$ cat src/sv/mcfp_pkg.sv
// ----------------------------------------------------------------------------
// mcfp_pkg
// Shared constants, codes and controller/datapath interface types for the
// motor command frame packer.
// ----------------------------------------------------------------------------
`default_nettype none

package mcfp_pkg;

    // parameter defaults
    localparam int MOTORS_DEFAULT        = 16;
    localparam int POSITION_BITS_DEFAULT = 16;
    localparam int OTHER_BITS_DEFAULT    = 12;

    // field widths
    localparam int OP_W    = 3;
    localparam int ID_W    = 11;
    localparam int SLOT_W  = 4;
    localparam int VAL_W   = 32;
    localparam int DATA_W  = 64;
    localparam int CFG_W   = 64;
    localparam int CFGIX_W = 3;
    localparam int CH_W    = 3;
    localparam int CNT_W   = 5;
    localparam int CODE_W  = 16;
    localparam int SLOT_OTHER_W = 12;
    localparam int NUM_W   = VAL_W + CODE_W;

    // command codes
    localparam logic [OP_W-1:0] OP_CONTROL = 3'd0;
    localparam logic [OP_W-1:0] OP_ENTER   = 3'd1;
    localparam logic [OP_W-1:0] OP_EXIT    = 3'd2;
    localparam logic [OP_W-1:0] OP_ZERO    = 3'd3;
    localparam logic [OP_W-1:0] OP_RESEND  = 3'd4;

    // configuration register indexes
    localparam logic [CFGIX_W-1:0] CFG_POSITION = 3'd0;
    localparam logic [CFGIX_W-1:0] CFG_SPEED    = 3'd1;
    localparam logic [CFGIX_W-1:0] CFG_KP       = 3'd2;
    localparam logic [CFGIX_W-1:0] CFG_KD       = 3'd3;
    localparam logic [CFGIX_W-1:0] CFG_TORQUE   = 3'd4;

    // value channels, in packing order
    localparam logic [CH_W-1:0] CH_POSITION = 3'd0;
    localparam logic [CH_W-1:0] CH_SPEED    = 3'd1;
    localparam logic [CH_W-1:0] CH_KP       = 3'd2;
    localparam logic [CH_W-1:0] CH_KD       = 3'd3;
    localparam logic [CH_W-1:0] CH_TORQUE   = 3'd4;

    // result source
    localparam logic [1:0] RES_CTRL  = 2'd0;
    localparam logic [1:0] RES_FIXED = 2'd1;
    localparam logic [1:0] RES_MISS  = 2'd2;
    localparam logic [1:0] RES_SAVED = 2'd3;

    // fixed frames
    localparam logic [DATA_W-1:0] FRAME_ENTER = 64'hFFFF_FFFF_FFFF_FFFC;
    localparam logic [DATA_W-1:0] FRAME_EXIT  = 64'hFFFF_FFFF_FFFF_FFFD;
    localparam logic [DATA_W-1:0] FRAME_ZERO  = 64'hFFFF_FFFF_FFFF_FFFE;

    typedef struct packed {
        logic            capture;
        logic [CH_W-1:0] ch;
        logic            clamp;
        logic            mul;
        logic            dinit;
        logic            dstep;
        logic            pack;
        logic            store;
        logic            rd;
        logic            res_load;
        logic [1:0]      res_sel;
    } mcfp_cmd_t;

    typedef struct packed {
        logic hit;
    } mcfp_status_t;

endpackage

`default_nettype wire

$ cat src/sv/mcfp_ram.sv
// ----------------------------------------------------------------------------
// mcfp_ram
// Generic single-write, single-read RAM with registered read data.
// ----------------------------------------------------------------------------
`default_nettype none

module mcfp_ram #(
    parameter int WIDTH = 8,
    parameter int DEPTH = 16,
    localparam int AW = (DEPTH > 1) ? $clog2(DEPTH) : 1
) (
    input  wire logic             aclk,
    input  wire logic             we,
    input  wire logic [AW-1:0]    waddr,
    input  wire logic [WIDTH-1:0] wdata,
    input  wire logic             re,
    input  wire logic [AW-1:0]    raddr,
    output logic      [WIDTH-1:0] rdata
);

    logic [WIDTH-1:0] mem [DEPTH];

    always_ff @(posedge aclk) begin
        if (we) begin
            mem[waddr] <= wdata;
        end
        if (re) begin
            rdata <= mem[raddr];
        end
    end

endmodule

`default_nettype wire

$ cat src/sv/mcfp_datapath.sv
// ----------------------------------------------------------------------------
// mcfp_datapath
// Request and range registers, clamp, scale multiplier, restoring divider,
// payload packing, per-slot frame store and result register.
// ----------------------------------------------------------------------------
`default_nettype none

module mcfp_datapath
    import mcfp_pkg::*;
#(
    parameter int MOTORS        = MOTORS_DEFAULT,
    parameter int POSITION_BITS = POSITION_BITS_DEFAULT,
    parameter int OTHER_BITS    = OTHER_BITS_DEFAULT
) (
    input  wire logic               aclk,
    input  wire logic               aresetn,
    input  wire logic               cfg_we,
    input  wire logic [CFGIX_W-1:0] cfg_index,
    input  wire logic [CFG_W-1:0]   cfg_data,
    input  wire logic [OP_W-1:0]    s_op,
    input  wire logic [ID_W-1:0]    s_motor_id,
    input  wire logic [SLOT_W-1:0]  s_motor_slot,
    input  wire logic [VAL_W-1:0]   s_goal_position,
    input  wire logic [VAL_W-1:0]   s_goal_speed,
    input  wire logic [VAL_W-1:0]   s_stiffness_gain,
    input  wire logic [VAL_W-1:0]   s_damping_gain,
    input  wire logic [VAL_W-1:0]   s_goal_torque,
    input  wire mcfp_cmd_t          cmd,
    output mcfp_status_t            status,
    output logic [ID_W-1:0]         m_frame_id,
    output logic [DATA_W-1:0]       m_frame_data,
    output logic                    m_no_previous
);

    localparam int AW = (MOTORS > 1) ? $clog2(MOTORS) : 1;
    localparam logic [CODE_W-1:0] TOP_POS   = CODE_W'((1 << POSITION_BITS) - 1);
    localparam logic [CODE_W-1:0] TOP_OTHER = CODE_W'((1 << OTHER_BITS) - 1);

    // configuration
    logic [CFG_W-1:0] pos_rng_reg, spd_rng_reg, kp_rng_reg, kd_rng_reg, trq_rng_reg;

    // captured request
    logic [OP_W-1:0]   op_reg;
    logic [ID_W-1:0]   id_reg;
    logic [SLOT_W-1:0] slot_reg;
    logic [VAL_W-1:0]  pos_reg, spd_reg, kp_reg, kd_reg, trq_reg;

    // arithmetic
    logic [VAL_W-1:0]  d_reg, r_reg, rem_reg;
    logic [NUM_W-1:0]  num_reg;
    logic [CODE_W-1:0] low_reg, q_reg;
    logic [DATA_W-1:0] payload_reg;

    logic [MOTORS-1:0] valid_reg;

    logic [VAL_W-1:0]    val;
    logic [CFG_W-1:0]    rng;
    logic                neg;
    logic signed [32:0]  x, lo, hi, xc;
    logic [33:0]         d_full, r_full;
    logic [CNT_W-1:0]    bits;
    logic [CODE_W-1:0]   top;
    logic [VAL_W:0]      trial;
    logic                ge;
    logic [31:0]         slot_ext;
    logic                slot_ok;
    logic [AW-1:0]       idx;
    logic [ID_W+DATA_W-1:0] ram_rdata;
    logic [DATA_W-1:0]   fixed_frame;

    assign slot_ext = 32'(slot_reg);
    assign slot_ok  = slot_ext < 32'(MOTORS);
    assign idx      = slot_ext[AW-1:0];
    assign status.hit = slot_ok && valid_reg[idx];

    always_comb begin
        case (cmd.ch)
            CH_POSITION: begin val = pos_reg; rng = pos_rng_reg; end
            CH_SPEED:    begin val = spd_reg; rng = spd_rng_reg; end
            CH_KP:       begin val = kp_reg;  rng = kp_rng_reg;  end
            CH_KD:       begin val = kd_reg;  rng = kd_rng_reg;  end
            default:     begin val = trq_reg; rng = trq_rng_reg; end
        endcase
        neg  = (cmd.ch == CH_POSITION) || (cmd.ch == CH_SPEED) || (cmd.ch == CH_TORQUE);
        bits = (cmd.ch == CH_POSITION) ? CNT_W'(POSITION_BITS) : CNT_W'(OTHER_BITS);
        top  = (cmd.ch == CH_POSITION) ? TOP_POS : TOP_OTHER;
    end

    // negation at 33 bits so the most negative input stays exact
    always_comb begin
        x  = neg ? -$signed({val[31], val}) : $signed({val[31], val});
        lo = $signed({rng[31], rng[31:0]});
        hi = $signed({rng[63], rng[63:32]});
        if (x < lo) begin
            xc = lo;
        end else if (x > hi) begin
            xc = hi;
        end else begin
            xc = x;
        end
        d_full = 34'(xc) - 34'(lo);
        r_full = 34'(hi) - 34'(lo);
    end

    assign trial = {rem_reg, low_reg[CODE_W-1]};
    assign ge    = trial >= {1'b0, r_reg};

    always_ff @(posedge aclk) begin
        if (!aresetn) begin
            pos_rng_reg <= '0;
            spd_rng_reg <= '0;
            kp_rng_reg  <= '0;
            kd_rng_reg  <= '0;
            trq_rng_reg <= '0;
        end else if (cfg_we) begin
            unique case (cfg_index)
                CFG_POSITION: pos_rng_reg <= cfg_data;
                CFG_SPEED:    spd_rng_reg <= cfg_data;
                CFG_KP:       kp_rng_reg  <= cfg_data;
                CFG_KD:       kd_rng_reg  <= cfg_data;
                CFG_TORQUE:   trq_rng_reg <= cfg_data;
                default: ;
            endcase
        end
    end

    always_ff @(posedge aclk) begin
        if (cmd.capture) begin
            op_reg   <= s_op;
            id_reg   <= s_motor_id;
            slot_reg <= s_motor_slot;
            pos_reg  <= s_goal_position;
            spd_reg  <= s_goal_speed;
            kp_reg   <= s_stiffness_gain;
            kd_reg   <= s_damping_gain;
            trq_reg  <= s_goal_torque;
        end
        if (cmd.clamp) begin
            // empty or inverted range forces a zero code
            if (hi <= lo) begin
                d_reg <= '0;
                r_reg <= VAL_W'(1);
            end else begin
                d_reg <= d_full[VAL_W-1:0];
                r_reg <= r_full[VAL_W-1:0];
            end
        end
        if (cmd.mul) begin
            num_reg <= NUM_W'({16'b0, d_reg} * {32'b0, top});
        end
        // quotient fits in bits, so only the top part enters the remainder
        if (cmd.dinit) begin
            rem_reg <= VAL_W'(num_reg >> bits);
            low_reg <= num_reg[CODE_W-1:0] << (CNT_W'(CODE_W) - bits);
            q_reg   <= '0;
        end
        if (cmd.dstep) begin
            rem_reg <= ge ? VAL_W'(trial - {1'b0, r_reg}) : trial[VAL_W-1:0];
            q_reg   <= {q_reg[CODE_W-2:0], ge};
            low_reg <= {low_reg[CODE_W-2:0], 1'b0};
        end
        if (cmd.pack) begin
            if (cmd.ch == CH_POSITION) begin
                payload_reg <= {48'b0, q_reg};
            end else begin
                payload_reg <= {payload_reg[DATA_W-SLOT_OTHER_W-1:0],
                                q_reg[SLOT_OTHER_W-1:0]};
            end
        end
    end

    always_ff @(posedge aclk) begin
        if (!aresetn) begin
            valid_reg <= '0;
        end else if (cmd.store && slot_ok) begin
            valid_reg[idx] <= 1'b1;
        end else if (cmd.rd) begin
            valid_reg[idx] <= 1'b0;
        end
    end

    mcfp_ram #(
        .WIDTH (ID_W + DATA_W),
        .DEPTH (MOTORS)
    ) u_frame_ram (
        .aclk  (aclk),
        .we    (cmd.store && slot_ok),
        .waddr (idx),
        .wdata ({id_reg, payload_reg}),
        .re    (cmd.rd),
        .raddr (idx),
        .rdata (ram_rdata)
    );

    always_comb begin
        unique case (op_reg)
            OP_ENTER: fixed_frame = FRAME_ENTER;
            OP_EXIT:  fixed_frame = FRAME_EXIT;
            default:  fixed_frame = FRAME_ZERO;
        endcase
    end

    always_ff @(posedge aclk) begin
        if (cmd.res_load) begin
            unique case (cmd.res_sel)
                RES_CTRL: begin
                    m_frame_id    <= id_reg;
                    m_frame_data  <= payload_reg;
                    m_no_previous <= 1'b0;
                end
                RES_FIXED: begin
                    m_frame_id    <= id_reg;
                    m_frame_data  <= fixed_frame;
                    m_no_previous <= 1'b0;
                end
                RES_MISS: begin
                    m_frame_id    <= id_reg;
                    m_frame_data  <= '0;
                    m_no_previous <= 1'b1;
                end
                default: begin
                    m_frame_id    <= ram_rdata[ID_W+DATA_W-1:DATA_W];
                    m_frame_data  <= ram_rdata[DATA_W-1:0];
                    m_no_previous <= 1'b0;
                end
            endcase
        end
    end

endmodule

`default_nettype wire

$ cat src/sv/mcfp_ctrl.sv
// ----------------------------------------------------------------------------
// mcfp_ctrl
// Sequencer: walks the five values through clamp, multiply and divide,
// handles fixed frames and resend, and owns the result valid.
// ----------------------------------------------------------------------------
`default_nettype none

module mcfp_ctrl
    import mcfp_pkg::*;
#(
    parameter int POSITION_BITS = POSITION_BITS_DEFAULT,
    parameter int OTHER_BITS    = OTHER_BITS_DEFAULT
) (
    input  wire logic            aclk,
    input  wire logic            aresetn,
    input  wire logic            s_valid,
    output logic                 s_ready,
    input  wire logic [OP_W-1:0] s_op,
    output logic                 m_valid,
    input  wire logic            m_ready,
    input  wire mcfp_status_t    status,
    output mcfp_cmd_t            cmd
);

    typedef enum logic [3:0] {
        ST_IDLE, ST_CLAMP, ST_MUL, ST_DINIT, ST_DIV, ST_PACK,
        ST_STORE, ST_RESEND, ST_FINISH
    } state_t;

    state_t           state_reg, state_next;
    logic [CH_W-1:0]  ch_reg, ch_next;
    logic [CNT_W-1:0] cnt_reg, cnt_next;
    logic [1:0]       sel_reg, sel_next;
    logic             m_valid_reg, m_valid_next;

    assign s_ready = (state_reg == ST_IDLE);
    assign m_valid = m_valid_reg;

    always_comb begin
        state_next = state_reg;
        ch_next    = ch_reg;
        cnt_next   = cnt_reg;
        sel_next   = sel_reg;
        cmd        = '0;
        cmd.ch     = ch_reg;
        cmd.res_sel = sel_reg;

        unique case (state_reg)
            ST_IDLE: begin
                cmd.capture = s_valid;
                if (s_valid) begin
                    unique case (s_op) inside
                        OP_CONTROL: begin
                            ch_next    = CH_POSITION;
                            state_next = ST_CLAMP;
                        end
                        OP_ENTER, OP_EXIT, OP_ZERO: begin
                            sel_next   = RES_FIXED;
                            state_next = ST_FINISH;
                        end
                        OP_RESEND: state_next = ST_RESEND;
                        default: ;  // unused codes are dropped
                    endcase
                end
            end
            ST_CLAMP: begin
                cmd.clamp  = 1'b1;
                state_next = ST_MUL;
            end
            ST_MUL: begin
                cmd.mul    = 1'b1;
                state_next = ST_DINIT;
            end
            ST_DINIT: begin
                cmd.dinit  = 1'b1;
                cnt_next   = (ch_reg == CH_POSITION) ? CNT_W'(POSITION_BITS)
                                                     : CNT_W'(OTHER_BITS);
                state_next = ST_DIV;
            end
            ST_DIV: begin
                cmd.dstep = 1'b1;
                cnt_next  = cnt_reg - CNT_W'(1);
                if (cnt_reg == CNT_W'(1)) begin
                    state_next = ST_PACK;
                end
            end
            ST_PACK: begin
                cmd.pack = 1'b1;
                if (ch_reg == CH_TORQUE) begin
                    state_next = ST_STORE;
                end else begin
                    ch_next    = ch_reg + CH_W'(1);
                    state_next = ST_CLAMP;
                end
            end
            ST_STORE: begin
                cmd.store  = 1'b1;
                sel_next   = RES_CTRL;
                state_next = ST_FINISH;
            end
            ST_RESEND: begin
                cmd.rd     = status.hit;
                sel_next   = status.hit ? RES_SAVED : RES_MISS;
                state_next = ST_FINISH;
            end
            ST_FINISH: begin
                // wait for the output register to free up
                if (!m_valid_reg || m_ready) begin
                    cmd.res_load = 1'b1;
                    state_next   = ST_IDLE;
                end
            end
            default: state_next = ST_IDLE;
        endcase

        m_valid_next = (m_valid_reg && !m_ready) || cmd.res_load;
    end

    always_ff @(posedge aclk) begin
        if (!aresetn) begin
            state_reg   <= ST_IDLE;
            ch_reg      <= '0;
            cnt_reg     <= '0;
            sel_reg     <= RES_CTRL;
            m_valid_reg <= 1'b0;
        end else begin
            state_reg   <= state_next;
            ch_reg      <= ch_next;
            cnt_reg     <= cnt_next;
            sel_reg     <= sel_next;
            m_valid_reg <= m_valid_next;
        end
    end

endmodule

`default_nettype wire

$ cat src/sv/motor_command_frame_packer.sv
// ----------------------------------------------------------------------------
// motor_command_frame_packer
// Builds 8-byte motor control frames from Q16.16 commands and keeps the last
// control frame per motor slot for resend.
// ----------------------------------------------------------------------------
// One request at a time. Each of the five values of a control request goes
// through clamp, a 32x16 multiply, and a restoring divider that yields one
// code bit per cycle. Enter, exit and zero load a fixed frame; resend does
// one frame-store read. A finished result sits in an output register, so
// the next request is taken while it waits. Range registers are 64 bits,
// minimum in bits 31..0 and maximum in bits 63..32. The user must write
// them only while the block is idle; the block itself does not enforce this.
`default_nettype none

module motor_command_frame_packer
    import mcfp_pkg::*;
#(
    parameter int MOTORS        = MOTORS_DEFAULT,
    parameter int POSITION_BITS = POSITION_BITS_DEFAULT,
    parameter int OTHER_BITS    = OTHER_BITS_DEFAULT
) (
    input  wire logic                     aclk,
    input  wire logic                     aresetn,
    input  wire logic                     cfg_we,
    input  wire logic [CFGIX_W-1:0]       cfg_index,
    input  wire logic [CFG_W-1:0]         cfg_data,
    input  wire logic                     s_valid,
    output logic                          s_ready,
    input  wire logic [OP_W-1:0]          s_op,
    input  wire logic [ID_W-1:0]          s_motor_id,
    input  wire logic [SLOT_W-1:0]        s_motor_slot,
    input  wire logic signed [VAL_W-1:0]  s_goal_position,
    input  wire logic signed [VAL_W-1:0]  s_goal_speed,
    input  wire logic signed [VAL_W-1:0]  s_stiffness_gain,
    input  wire logic signed [VAL_W-1:0]  s_damping_gain,
    input  wire logic signed [VAL_W-1:0]  s_goal_torque,
    output logic                          m_valid,
    input  wire logic                     m_ready,
    output logic [ID_W-1:0]               m_frame_id,
    output logic [DATA_W-1:0]             m_frame_data,
    output logic                          m_no_previous
);

    mcfp_cmd_t    cmd;
    mcfp_status_t status;

    mcfp_ctrl #(
        .POSITION_BITS (POSITION_BITS),
        .OTHER_BITS    (OTHER_BITS)
    ) u_ctrl (
        .aclk    (aclk),
        .aresetn (aresetn),
        .s_valid (s_valid),
        .s_ready (s_ready),
        .s_op    (s_op),
        .m_valid (m_valid),
        .m_ready (m_ready),
        .status  (status),
        .cmd     (cmd)
    );

    mcfp_datapath #(
        .MOTORS        (MOTORS),
        .POSITION_BITS (POSITION_BITS),
        .OTHER_BITS    (OTHER_BITS)
    ) u_datapath (
        .aclk             (aclk),
        .aresetn          (aresetn),
        .cfg_we           (cfg_we),
        .cfg_index        (cfg_index),
        .cfg_data         (cfg_data),
        .s_op             (s_op),
        .s_motor_id       (s_motor_id),
        .s_motor_slot     (s_motor_slot),
        .s_goal_position  (s_goal_position),
        .s_goal_speed     (s_goal_speed),
        .s_stiffness_gain (s_stiffness_gain),
        .s_damping_gain   (s_damping_gain),
        .s_goal_torque    (s_goal_torque),
        .cmd              (cmd),
        .status           (status),
        .m_frame_id       (m_frame_id),
        .m_frame_data     (m_frame_data),
        .m_no_previous    (m_no_previous)
    );

    // a failed resend carries an empty payload
    assert property (@(posedge aclk) disable iff (!aresetn)
        m_valid && m_no_previous |-> m_frame_data == '0)
        else $error("no_previous result with nonzero payload");

    // unused codes are dropped without leaving idle
    assert property (@(posedge aclk) disable iff (!aresetn)
        s_valid && s_ready && s_op != OP_CONTROL && s_op != OP_ENTER &&
        s_op != OP_EXIT && s_op != OP_ZERO && s_op != OP_RESEND |=> s_ready)
        else $error("unused command left idle");

    // every real request leaves the block busy in the following cycle
    assert property (@(posedge aclk) disable iff (!aresetn)
        s_valid && s_ready && (s_op == OP_CONTROL || s_op == OP_ENTER ||
        s_op == OP_EXIT || s_op == OP_ZERO || s_op == OP_RESEND) |=> !s_ready)
        else $error("request accepted without going busy");

    // a waiting result stays valid until it is taken
    assert property (@(posedge aclk) disable iff (!aresetn)
        m_valid && !m_ready |=> m_valid)
        else $error("pending result dropped");

endmodule

`default_nettype wire

$ cat config.mk
export PLATFORM = sky130hd
export DESIGN_NAME = motor_command_frame_packer
export DESIGN_NICKNAME = d
export VERILOG_FILES = /design/src/sv/mcfp_pkg.sv /design/src/sv/mcfp_ram.sv /design/src/sv/mcfp_datapath.sv /design/src/sv/mcfp_ctrl.sv /design/src/sv/motor_command_frame_packer.sv
export SDC_FILE = /design/constraint.sdc
export NUM_CORES = 2
export LEC_CHECK = 0
export BUFFER_PORTS_ARGS = -buffer_cell sky130_fd_sc_hd__buf_2
export CELL_PAD_IN_SITES_DETAIL_PLACEMENT = 0
export CELL_PAD_IN_SITES_GLOBAL_PLACEMENT = 1
export CORE_ASPECT_RATIO = 0.6
export CORE_MARGIN = 2
export CORE_UTILIZATION = 57
export CTS_CLUSTER_DIAMETER = 40
export CTS_CLUSTER_SIZE = 28
export DETAILED_ROUTE_END_ITERATION = 8
export PLACE_DENSITY = 0.82
export SYNTH_ARGS = -nofsm -noshare
export SYNTH_HDL_FRONTEND = slang
export SYNTH_HIERARCHICAL = 1
export SYNTH_SLANG_ARGS = --single-unit
export TNS_END_PERCENT = 50
$ cat constraint.sdc
create_clock -name aclk -period 21.3 [get_ports aclk]
set_input_delay 1.065 -clock aclk [delete_from_list [all_inputs] [get_ports aclk]]
set_output_delay 1.065 -clock aclk [all_outputs]
set_load 0.005 [all_outputs]
[After elaboration in Yosys (flattened, before gate mapping)]
Memories as Yosys holds them, arrays and structs flattened. A register that Yosys moved wholly into a read port is not among the register bits.
Cells that the tools add are included.
Word-level totals
  flip-flop bits (word level): 845
  latch bits: 0
  bits in writable memories: 1200
  ROM bits: 0
  input port bits: 250
  output and inout bits: 78
  memories kept: 1
Memory list
  u_datapath.u_frame_ram.mem: depth 16, width 75, rd ports 1, clocked after memory_dff 1, write ports 1, line mcfp_ram.sv:21  | logic [WIDTH-1:0] mem [DEPTH];
Operators by class
  $add $sub $neg: 7
  multipliers: 1
  div/mod/pow operators: 0
  magnitude comparators: 7
  equal/unequal tests: 32
  shifts and indexed selects: 2
  multiplexer cells: 52
  bitwise logic cells: 3
  reduce and logical (&&, ||, !) cells: 31
Operator list (count)
  $pmux W64 S4: 1
  $pmux W64 S3: 1
  $mux W32: 5
  $mux W16: 8
  $pmux W32 S4: 1
  $sub A32 B32 Y32: 3
  $mul A32 B16 Y48: 1
  $shr A48 B5 Y32: 1
  $ge A33 B32 Y1: 1
  $gt A33 B32 Y1: 1
  $lt A33 B32 Y1: 1
  $mux W33: 1
  $neg A32 Y33: 1
  $le A32 B32 Y1: 1
  $pmux W4 S8: 1
  $eq A3 B2 Y1 const B: 7
  $and A16 B16 Y16: 1
  $eq A4 B3 Y1 const B: 4
  $mux W1: 16
  $not A16 Y16: 1
  $or A16 B16 Y16: 1
  $shl A16 B5 Y16: 1
  $eq A3 B1 Y1 const B: 4
  $mux W3: 4
  other kinds (39): 68

[Logic depth before layout (Yosys ltp)]
  depth after elaboration: 8
  gate-level depth with buffers: 40

[Hierarchy]
Netlist, hierarchy kept.
By module, submodules not included
  mcfp_datapath: times used 1, cells an instance 5307, area an instance 53919.2 um^2
  mcfp_ram: times used 1, cells an instance 1926, area an instance 47068.9 um^2
  mcfp_ctrl: times used 1, cells an instance 110, area an instance 985.9 um^2

[Worst setup path after synthesis]
OpenSTA, ideal clock, no wires.
  path kind: register to register
  from: reg u_ctrl.ch_reg[1]
  to: reg u_datapath.num_reg[42], data pin
  arrival: 7436 ps
  required time: 21039 ps
  setup slack: 13604 ps
  cell stages (with the launch flop): 30
  path buffers: 9
  period minus slack after synthesis: 7696 ps
  path through: dfxtp_1 -> buf_4 -> buf_6 -> buf_4 -> buf_4 -> buf_2 -> buf_1 -> clkbuf_1 -> buf_2 -> nor3_1 -> fa_1 -> inv_1 -> fa_1 -> fa_1 -> fa_1 -> fa_1 -> fa_1 -> inv_1 -> ha_1 -> clkbuf_1 -> a21oi_1 -> o21bai_1 -> a21o_1 -> a221o_1 -> a211oi_1 -> a211oi_1 -> nor2_1 -> o21ai_0 -> a21o_1 -> xor2_1
On the way
  cells in the longest elaborated chain, start to end: 3
Ends and longest elaborated chain
  start, declared: line mcfp_ctrl.sv:31  | logic [CH_W-1:0] ch_reg, ch_next;
  start signal, assigned: line mcfp_ctrl.sv:128  | ch_reg <= ch_next;
  $logic_not A3 Y1: line mcfp_datapath.sv:86  | top = (cmd.ch == CH_POSITION) ? TOP_POS : TOP_OTHER;
  $mux W16: line mcfp_datapath.sv:86
  $mul A32 B16 Y48: line mcfp_datapath.sv:149  | num_reg <= NUM_W'({16'b0, d_reg} * {32'b0, top});
  end signal, assigned: line mcfp_datapath.sv:149
  end, declared: line mcfp_datapath.sv:50  | logic [NUM_W-1:0] num_reg;
No other way between the ends.
A chain may end at the register's enable or synchronous reset.

[Final worst setup path]
  from: reg u_ctrl.ch_reg[2]
  to: reg u_datapath.d_reg[30], data pin
On the way
  cells in the longest elaborated chain, start to end: 8
  elaborated cells on any way between the ends: 17
  those cells by class: add/sub: 2; order compare: 3; eq/ne: 4; mux: 5; reduce/logical: 3
Ends and longest elaborated chain
  $eq A3 B2 Y1 (tied with other cells): line mcfp_datapath.sv:77  | case (cmd.ch)
  $pmux W32 S4 or $logic_or A1 B1 Y1 (tied branches): line mcfp_datapath.sv:77, mcfp_datapath.sv:84
  $neg A32 Y33 or $logic_or A1 B1 Y1 (tied branches): line mcfp_datapath.sv:91, mcfp_datapath.sv:84
  $mux W33: line mcfp_datapath.sv:91  | x = neg ? -$signed({val[31], val}) : $signed({val[31], val});
  $gt A33 B32 Y1: line mcfp_datapath.sv:96  | end else if (x > hi) begin
  $mux W32: line mcfp_datapath.sv:96
  $mux W32: line mcfp_datapath.sv:94  | if (x < lo) begin
  $sub A32 B32 Y32: line mcfp_datapath.sv:101  | d_full = 34'(xc) - 34'(lo);
  end signal, assigned: line mcfp_datapath.sv:144  | d_reg <= d_full[VAL_W-1:0];
  end, declared: line mcfp_datapath.sv:49  | logic [VAL_W-1:0] d_reg, r_reg, rem_reg;
Several ways; a longest one is shown, not always the timed one.

==> impl_results.md <==
* CTS max path bufs at 4
* Status: complete, but fails checks
* Fin Setup TNS at 0 ps
* Critical Path RT at 21,880 ps
* Avg Cell Area, Syn at 13.89 sq um
* Vias at 62,976
* Setup bufs post-CTS at 0
* Core Region at 0.1781 sq mm
* Initial antenna violation count at 38
* Top-area cell type share of the netlist area at 52.06%
* Clock Sinks at 2,120
* Crit. End Element: flip-flop
* Vias in the first global route at 60,906
* Post-synthesis sequential area ratio at 58.97%
* Biggest regs: u_datapath/u_frame_ram/mem x1200, u_datapath/u_frame_ram/rdata x75
* CP max-delay cell: dfxtp_4
* Cell Rows at 120
* DRT Pass-1 Iters at 6
* Area contributors post-synth: edfxtp_1 (52%), mux4_2 (7.9%), fa_1 (7.1%), dfxtp_1 (6.9%), ha_1 (3.5%)
* Max cap viols at 1
* Synth cell count leaders: edfxtp_1 (1,768), nand2_1 (942), inv_1 (534)
* Post-synthesis net count at 8,238
* F_max at 96.19 MHz
* Post-route DRC at 0
* Hold buffers post-CTS at 0
* Number of synthesized register bits at 2,120
* Final setup viols at 0
* Clk pin slew, worst setup/hold paths at 90 ps
* Dominant cell by count in the synthesized netlist: edfxtp_1
* H-tree Lvls at 4
* Fin Clk Skew at 84.66 ps
* Pins Over Slew Limit at 7
* Clk Latency, worst-skew pair at 840 ps
* Fin crit share at 48.81%
* Share of cells above drive strength 1 at 15.92%
* Initial core utilization at 57.27%
* Fin nets at 8,496
* Startpoint class of the critical path: flip-flop
* Worst min path class: in -> reg
* Post-synth top area cell: edfxtp_1
* Final ANT Viol Nets at 0
* Hold Vio Cnt, Final at 0
* CTS tree: yes
* Min Tclk post-route at 10,400 ps
* TritonCTS Buffers at 168
* Die Ht at 331.6 microns
* Cell area after layout at 0.1122 sq mm
* Largest register FFs at 1,200
* Buffers on Ports at 327
* All-Layer GR Usage at 31.24%
* Unrepaired setup endpoints after global routing: false
* Yosys warnings at 6
* DR vias/cell at 6.219
* Failing checks: max-capacitance violations, max-slew violations
* GPL Wtd Cong at 0.9526
* Max-Slew Margin vs Limit at -2.773%
* Cell count after synthesis at 7,343
* Synth-to-layout area growth at 10.06%
* Initial DRC count at 8,227
* Dpl hpwl at 187,100 microns
* Grt total ovfl at 0
* Data arrival time of the worst path at 10,970 ps
* PostCTS Resize Cnt at 0
* Drt wl/cell at 28.19 microns
* Fillers at 13,074
* First-pass GRT wire length at 416,700 microns
* Critical path class: reg -> reg
* Root buf cell: clkbuf_16
* Post-synth top flop: edfxtp_1
* Ys async rst share at 0%
* Largest net degree at the start of global routing at 127
* Slew at the pin with the worst max-slew slack at 1538 ps
* Placed cell areas at 0.1062 sq mm
* Top reg by flops: u_datapath/u_frame_ram/mem
* Post-Route WL at 285,500 microns
* DIE WIDTH at 550.1 microns
* Post-Syn Area at 0.1020 sq mm
* Synth unique cells at 90
* Die area at 0.1824 sq mm
* CP peak stage delay at 800 ps
* Post-synth EDFFs at 1,768
* Io pins at 328
* CP max FO at 66
worst paths after layout:
path	start	end	slack (ps)	cells after the start
worst max register to register	u_ctrl/ch_reg[2]$_SDFFE_PN0P_	u_datapath/d_reg[30]$_SDFFCE_PP0P_	10900	33
worst min-delay path	s_stiffness_gain[12]	u_datapath/kp_reg[12]$_DFFE_PP_	370	1
worst min register to register	u_datapath/q_reg[6]$_SDFFCE_PN0P_	u_datapath/payload_reg[6]$_DFFE_PP_	440	0
worst max-delay path	u_ctrl/ch_reg[2]$_SDFFE_PN0P_	u_datapath/d_reg[30]$_SDFFCE_PP0P_	10900	33
final cells by class:
type	count	area, sq um	area share [%]
diodes	16	40.04	0.03567
flip-flops and latches	2120	60150	53.60
repair buffers	450	2594	2.311
inverters	538	2032	1.810
clock inverters	117	1582	1.409
clock buffers	183	4364	3.889
well taps	2379	2977	2.652
multi-input cells	4323	38490	34.30
cell usage in the layout, fill, tap and decap left out, drive strengths merged, types with 94 or more instances in the layout:
cell and count:
fa 362, a22oi 154, buf 449, dfxtp 352
mux4 356, nor2b 112, a21oi 244, inv 580
mux2i 129, nor2 308, a21boi 340, edfxtp 1768
ha 283, nand2 942, o21ai 213, xnor2 94
clkbuf 184
routing by layer:
layer | part of all wire (%) | up-vias | wire [microns] | global-route usage [%]
li1 | - | 27351 | - | -
met1 | 45 | 31744 | 127700 | 50.70
met2 | 40 | 3476 | 115500 | 41.09
met3 | 13 | 373 | 36730 | 9.921
met4 | 1.9 | 32 | 5369 | 5.863
met5 | 0.075 | - | 213 | 0
cells by family after synthesis:
family	synth area share (%)
AO/OA/AOI/OAI	8.681
XOR/XNOR	1.288
AND/OR/NAND/NOR	7.228
adder cells (fa/ha/maj)	10.58
buffers and inverters	3.547
flip-flops	58.97
multiplexers	9.703
critical path: cells and delay by family (launching register included):
family	cells	cell delay (ps)
buf+inv	4	1830
xor+xnor	2	640
mux	1	210
simple gates	9	2380
fa+ha+maj	3	820
compound gates	14	3330
flops	1	800
through the flow:
stage | util (%) | hold WS [ps] | setup WS, ps | cells
after CTS | 63.00 | 323.6 | 11120 | 10110
after global routing | 63.02 | 333.4 | 10340 | 10119
after floorplan | - | 418.1 | 13600 | 7343
final | 63.03 | 370.0 | 10900 | 10126
after detailed placement | 59.67 | 431.5 | 11150 | 9810
after global placement | 59.67 | 423.6 | 11270 | 9810
Power is left out: the tool's default activity adds up to more than one toggle a clock period on the data nets, which glitch-free logic cannot reach.
